`src/hdl/bwm_pkg.sv`:
```
// Shared types and constants for the biweight M-scale estimator.
package bwm_pkg;

  // Configuration register indexes
  localparam logic [3:0] CFG_CONSISTENCY = 4'd0;
  localparam logic [3:0] CFG_TUNING      = 4'd1;
  localparam logic [3:0] CFG_MAX_ITER    = 4'd2;
  localparam logic [3:0] CFG_TOLERANCE   = 4'd3;

  // Register reset values
  localparam logic [31:0] RST_CONSISTENCY = 32'd65536;
  localparam logic [31:0] RST_TUNING      = 32'd101384;
  localparam logic [7:0]  RST_MAX_ITER    = 8'd50;
  localparam logic [31:0] RST_TOLERANCE   = 32'd4295;

  // Result status codes
  localparam logic [1:0] ST_CONVERGED = 2'd0;
  localparam logic [1:0] ST_LIMIT     = 2'd1;
  localparam logic [1:0] ST_ZERO      = 2'd2;

  // Divider and square root sizes
  localparam int DQW        = 81;  // dividend / quotient shift register
  localparam int SQW        = 82;  // square root working width
  localparam int FRAC_STEPS = 32;
  localparam int WIDE_STEPS = 81;
  localparam int SQRT_STEPS = 41;

  // Datapath operations
  typedef enum logic [4:0] {
    OP_NONE, OP_LOAD, OP_CUTM, OP_CUTW, OP_SAMP, OP_DIV, OP_RR, OP_DD, OP_D2,
    OP_FSUM, OP_MEAN, OP_QSET, OP_SQSET, OP_SQRT, OP_P0, OP_P1, OP_P2, OP_P3,
    OP_P4, OP_TOL, OP_CONV, OP_EMIT
  } op_t;

  typedef struct packed {
    op_t  op;
    logic take;   // sample channel ready
  } cmd_t;

  typedef struct packed {
    logic in_valid;
    logic in_last;
    logic sc_zero;
    logic iter_max;
    logic far;
    logic idx_last;
    logic div_last;
    logic sqrt_last;
    logic stop;
    logic out_busy;
  } stat_t;

endpackage

```
`src/hdl/bwm_controller.sv`:
```
// Controller: sequences loading, each iteration's passes and the result beat.
module bwm_controller (
  input  logic           clk,
  input  logic           rst,
  input  bwm_pkg::stat_t stat,
  output bwm_pkg::cmd_t  cmd
);
  import bwm_pkg::*;

  typedef enum logic [24:0] {
    S_IDLE  = 25'h0000001, S_CHECK = 25'h0000002, S_CUTM  = 25'h0000004,
    S_CUTW  = 25'h0000008, S_RD    = 25'h0000010, S_SAMP  = 25'h0000020,
    S_DIV   = 25'h0000040, S_RR    = 25'h0000080, S_DD    = 25'h0000100,
    S_D2    = 25'h0000200, S_FSUM  = 25'h0000400, S_MEAN  = 25'h0000800,
    S_MDIV  = 25'h0001000, S_QSET  = 25'h0002000, S_QDIV  = 25'h0004000,
    S_SQSET = 25'h0008000, S_SQRT  = 25'h0010000, S_P0    = 25'h0020000,
    S_P1    = 25'h0040000, S_P2    = 25'h0080000, S_P3    = 25'h0100000,
    S_P4    = 25'h0200000, S_TOL   = 25'h0400000, S_CONV  = 25'h0800000,
    S_DONE  = 25'h1000000
  } state_t;

  state_t state, state_next;

  always_ff @(posedge clk) begin
    if (rst) state <= S_IDLE;
    else     state <= state_next;
  end

  // Next state and datapath operation
  always_comb begin
    state_next = state;
    cmd.op     = OP_NONE;
    cmd.take   = 1'b0;
    unique case (state)
      S_IDLE: begin
        cmd.take = 1'b1;
        if (stat.in_valid) begin
          cmd.op = OP_LOAD;
          if (stat.in_last) state_next = S_CHECK;
        end
      end
      S_CHECK: state_next = (stat.iter_max || stat.sc_zero) ? S_DONE : S_CUTM;
      S_CUTM: begin cmd.op = OP_CUTM; state_next = S_CUTW; end
      S_CUTW: begin cmd.op = OP_CUTW; state_next = S_RD; end
      S_RD:   state_next = S_SAMP;
      S_SAMP: begin
        cmd.op = OP_SAMP;
        if (!stat.far)         state_next = S_DIV;
        else if (stat.idx_last) state_next = S_MEAN;
        else                    state_next = S_RD;
      end
      S_DIV: begin
        cmd.op = OP_DIV;
        if (stat.div_last) state_next = S_RR;
      end
      S_RR: begin cmd.op = OP_RR; state_next = S_DD; end
      S_DD: begin cmd.op = OP_DD; state_next = S_D2; end
      S_D2: begin cmd.op = OP_D2; state_next = S_FSUM; end
      S_FSUM: begin
        cmd.op     = OP_FSUM;
        state_next = stat.idx_last ? S_MEAN : S_RD;
      end
      S_MEAN: begin cmd.op = OP_MEAN; state_next = S_MDIV; end
      S_MDIV: begin
        cmd.op = OP_DIV;
        if (stat.div_last) state_next = S_QSET;
      end
      S_QSET: begin cmd.op = OP_QSET; state_next = S_QDIV; end
      S_QDIV: begin
        cmd.op = OP_DIV;
        if (stat.div_last) state_next = S_SQSET;
      end
      S_SQSET: begin cmd.op = OP_SQSET; state_next = S_SQRT; end
      S_SQRT: begin
        cmd.op = OP_SQRT;
        if (stat.sqrt_last) state_next = S_P0;
      end
      S_P0:  begin cmd.op = OP_P0;  state_next = S_P1; end
      S_P1:  begin cmd.op = OP_P1;  state_next = S_P2; end
      S_P2:  begin cmd.op = OP_P2;  state_next = S_P3; end
      S_P3:  begin cmd.op = OP_P3;  state_next = S_P4; end
      S_P4:  begin cmd.op = OP_P4;  state_next = S_TOL; end
      S_TOL: begin cmd.op = OP_TOL; state_next = S_CONV; end
      S_CONV: begin
        cmd.op     = OP_CONV;
        state_next = stat.stop ? S_DONE : S_CHECK;
      end
      S_DONE: begin
        if (!stat.out_busy) begin
          cmd.op     = OP_EMIT;
          state_next = S_IDLE;
        end
      end
      default: state_next = S_IDLE;
    endcase
  end

endmodule
```
`config.mk`:
```
export PLATFORM = sky130hd
export DESIGN_NAME = bwm_controller
export DESIGN_NICKNAME = d
export VERILOG_FILES = /design/src/hdl/bwm_pkg.sv /design/src/hdl/bwm_controller.sv
export SDC_FILE = /design/constraint.sdc
export NUM_CORES = 1
export LEC_CHECK = 0
export BUFFER_PORTS_ARGS = -buffer_cell sky130_fd_sc_hd__buf_2
export CAP_MARGIN = 25
export CORE_MARGIN = 8
export CORE_UTILIZATION = 45
export CTS_CLUSTER_SIZE = 14
export DETAILED_ROUTE_END_ITERATION = 8
export PLACE_DENSITY = 0.6
export SETUP_SLACK_MARGIN = 0.02
export SYNTH_ARGS = -nofsm -noshare
export SYNTH_HDL_FRONTEND = slang
export SYNTH_SLANG_ARGS = --single-unit
```
`constraint.sdc`:
```
create_clock -name clk -period 5.8 [get_ports clk]
set_input_delay 0.58 -clock clk [delete_from_list [all_inputs] [get_ports clk]]
set_output_delay 0.58 -clock clk [all_outputs]
set_load 0.1 [all_outputs]
```
==> metrics.md <==
| Metric | Value |
|---|---|
| FMAX | `280.5 MHz` |
| Hold_buf cts | `0` |
| Top reg by flops | `state` |
| Overall die height | `slightly below 80 um` |
| Mapped cell area | `1802 um2` |
| Fillcell total | `410` |
| Wire per inst | `18.58 um` |
| Most common cell after layout, fill and taps aside | `nor2_1` |
| Multi-input logic area | `1172 um2` |
| Top_reg_cell synth | `dfxtp_1` |
| Met3 usage | `3.160%` |
| Crit-path max FO | `9` |
| Initial Utilization | `46.04%` |
| P_sw | `around 220 uW` |
| RSZ-0062 raised after global routing | `false` |
| Ys Warns | `0` |
| CP Data Arrival Time | `2.99 ns` |
| Pins Over Slew Limit | `0` |
| Skew-Pair Late Insertion Delay | `0.27 ns` |
| Leakage | `between 0.6 and 0.7 nW` |
| Post-layout nets | `232` |
| Tightest Pin Transition | `0.7433 ns` |
| Clk root buf | `clkbuf_8` |
| Yosys reg bits | `25` |
| Antenna Diode Count | `0` |
| Post-CTS Resized | `0` |
| Final hold violation count | `0` |
| Vias in the first global route | `1639` |
| Share of cells above drive strength 1 | `18.72%` |
| Commonest non-fill, non-tap cells in the layout | `27 x nor2_1, 25 x dfxtp_1, 17 x buf_2, 14 x nand3_1` |
| Antenna violations before repair | `0` |
| Core Region | `3914 um2` |
| FF+latch area | `500.5 um2` |
| Sequential area share after synthesis | `27.78%` |
| DP Worst Slack | `2.572 ns` |
| Drt drc | `0` |
| Clock skew | `0.008450 ns` |
| Synth unique cells | `just over 50` |
| Largest register FFs | `25` |
| Status | `finished, final reports clean` |
| Clock-pin transition on the worst setup and hold timing paths | `0.08 ns` |
| Pint | `282.6 uW` |
| Top Registers | `state (25)` |
| Die ar. | `6285 um2` |
| Largest net degree at the start of global routing | `16` |
| Routed WL | `4.997 mm` |
| Cells after Synth | `216` |
| Synthesized area per cell | `8.341 um2` |
| Placer Congestion | `0.9542` |
| Hold_ws | `around 0.49 ns` |
| Logic gate share of total power | `between 40% and 50%` |
| GRT Total Usage | `16.51%` |
| H-Tree Depth | `1` |
| GRT busiest layer | `met2` |
| Minimum clock period | `3.566 ns` |
| Antenna viol nets, final | `0` |
| Final setup vio count | `0` |
| DR pass1 iterations | `5` |
| PD cells | `between 200 and 300 nW/um2` |
| CP startpoint kind | `flop` |
| Area Growth Syn to Fin | `4.444%` |
| Setup TNS | `0 ns` |
| MaxCap Viol Count | `0` |
| Die Width | `between 70 and 80 um` |
| Relative slew slack | `50.15%` |
| Total grt overflow | `0` |
| EDFF count, synth | `0` |
| Seq pwr share | `37.3%` |
| Critical Path RT | `5.22 ns` |
| Hold Crit Class | `in2reg` |
| First-pass GRT wire length | `8.335 mm` |
| Clock buffer count from CTS | `3` |
| Setup CP Type | `reg2out` |
| M2 GR Usage | `between 20 and 30%` |
| Met1 Track Usage GR | `22.41%` |
| Final setup margin | `2.234 ns` |
| DR iter-0 viols | `185` |
| DP Wirelength | `between 3 and 4 mm` |
| Tot Pwr | `505.7 uW` |
| CTS tree | `built` |
| Via count | `1754` |
| CTS Buffer Depth | `2` |
| Clock Power Share | `20.6%` |
| Final Cycle Share | `61.48%` |
| Max VDD drop | `0.2219 mV` |
| Via density per instance | `roughly 6.5` |
| Post CTS Setup Buffer Count | `0` |
| Switching Fraction | `44.11%` |
| FFs w/ async S/R, synth | `0%` |
| Critical Path End Type | `primary output` |
| Port Buffer Count | `17` |
| I/O pins | `18` |
| Syn_nets | `228` |
| CTS sink count | `25` |
| # rows | `23` |
## power by group through the flow
stage | combinational [mW] | clock (mW) | sequential [mW]
after CTS | 0.212 | 0.107 | 0.188
final | 0.213 | 0.104 | 0.188
after global placement | 0.210 | 0 | 0.192
after global routing | 0.228 | 0.115 | 0.189
after detailed placement | 0.212 | 0 | 0.192
after floorplan | 0.176 | 0 | 0.190
## cells in the mapped netlist, types with 2 or more instances
| cell type | count | area (um2) |
|---|---|---|
| xnor2_1 | 6 | 52.55 |
| or4_4 | 2 | 22.52 |
| nor2_1 | 27 | 101.4 |
| o21ba_2 | 2 | 20.02 |
| a21oi_1 | 6 | 30.03 |
| or2_2 | 3 | 18.77 |
| nor4_4 | 3 | 63.81 |
| or3_1 | 2 | 12.51 |
| dfxtp_1 | 25 | 500.5 |
| nor4_2 | 5 | 62.56 |
| nand2_1 | 6 | 22.52 |
| nor2b_1 | 4 | 25.02 |
| buf_6 | 4 | 45.04 |
| buf_4 | 2 | 15.01 |
| inv_1 | 4 | 15.01 |
| or4_1 | 5 | 37.54 |
| nand2b_1 | 7 | 43.79 |
| o31ai_1 | 3 | 22.52 |
| clkbuf_1 | 4 | 15.01 |
| o21ai_0 | 2 | 10.01 |
| nor4_1 | 9 | 56.30 |
| buf_2 | 7 | 35.03 |
| a2111o_1 | 2 | 22.52 |
| nand4_1 | 12 | 75.07 |
| nor3_1 | 12 | 60.06 |
| o211ai_1 | 2 | 15.01 |
| o21a_1 | 3 | 22.52 |
| nand3_1 | 14 | 70.07 |
| xor2_1 | 3 | 26.28 |
| nor4b_1 | 5 | 43.79 |
| nand4b_1 | 4 | 35.03 |
| o22ai_1 | 2 | 12.51 |
## logic make-up (layout without fill, tap and decap cells)
kind of cell / after synthesis / in the layout / synth area share, %
XOR/XNOR: 9 / 9 / 4.375
AND/OR/NAND/NOR: 129 / 129 / 46.67
flip-flops: 25 / 25 / 27.78
buffers and inverters: 22 / 25 / 7.151
AO/OA/AOI/OAI: 31 / 31 / 14.03
## area by class of cell
cell class,count,share of cell area (%)
multi-input cells,169,62.30
flip-flops and latches,25,26.60
repair buffers,17,4.521
well taps,50,3.324
clock buffers,3,2.194
inverters,4,0.7979
clock inverters,1,0.2660
## per-stage QoR
| step | util (%) | cell area (um2) | std cells |
|---|---|---|---|
| floorplan | - | 1802 | 216 |
| global placement | 46.90 | 1836 | 265 |
| detailed placement | 46.90 | 1836 | 265 |
| CTS | 48.08 | 1882 | 269 |
| global route | 48.08 | 1882 | 269 |
| finish | 48.08 | 1882 | 269 |
## final timing paths
kind	from	endpoint	slack, ns	cells past startpoint
worst max-delay path	state[9]	cmd[1]	2.23	6
worst min-delay path	stat[6]	state[2]	0.49	2
worst max register to register	state[20]	state[23]	3.05	5
worst min register to register	state[6]	state[6]	0.57	2
## worst max-delay path, cell delays in order (launching register included)
cell      delay [ns]
dfxtp_1         0.39
or4_1           0.69
nor4_4          0.52
nand3_1         0.31
o311ai_1        0.20
a2111o_1        0.17
buf_2           0.43
## per-layer routing
metal | wire length, um | part of all wire, % | vias up
met5 | 0 | 0 | -
li1 | - | - | 829
met4 | 93 | 1.9 | 0
met1 | 2258 | 45 | 819
met3 | 421 | 8.4 | 13
met2 | 2224 | 45 | 93
No activity file was read; power rests on OpenSTA's default activity.
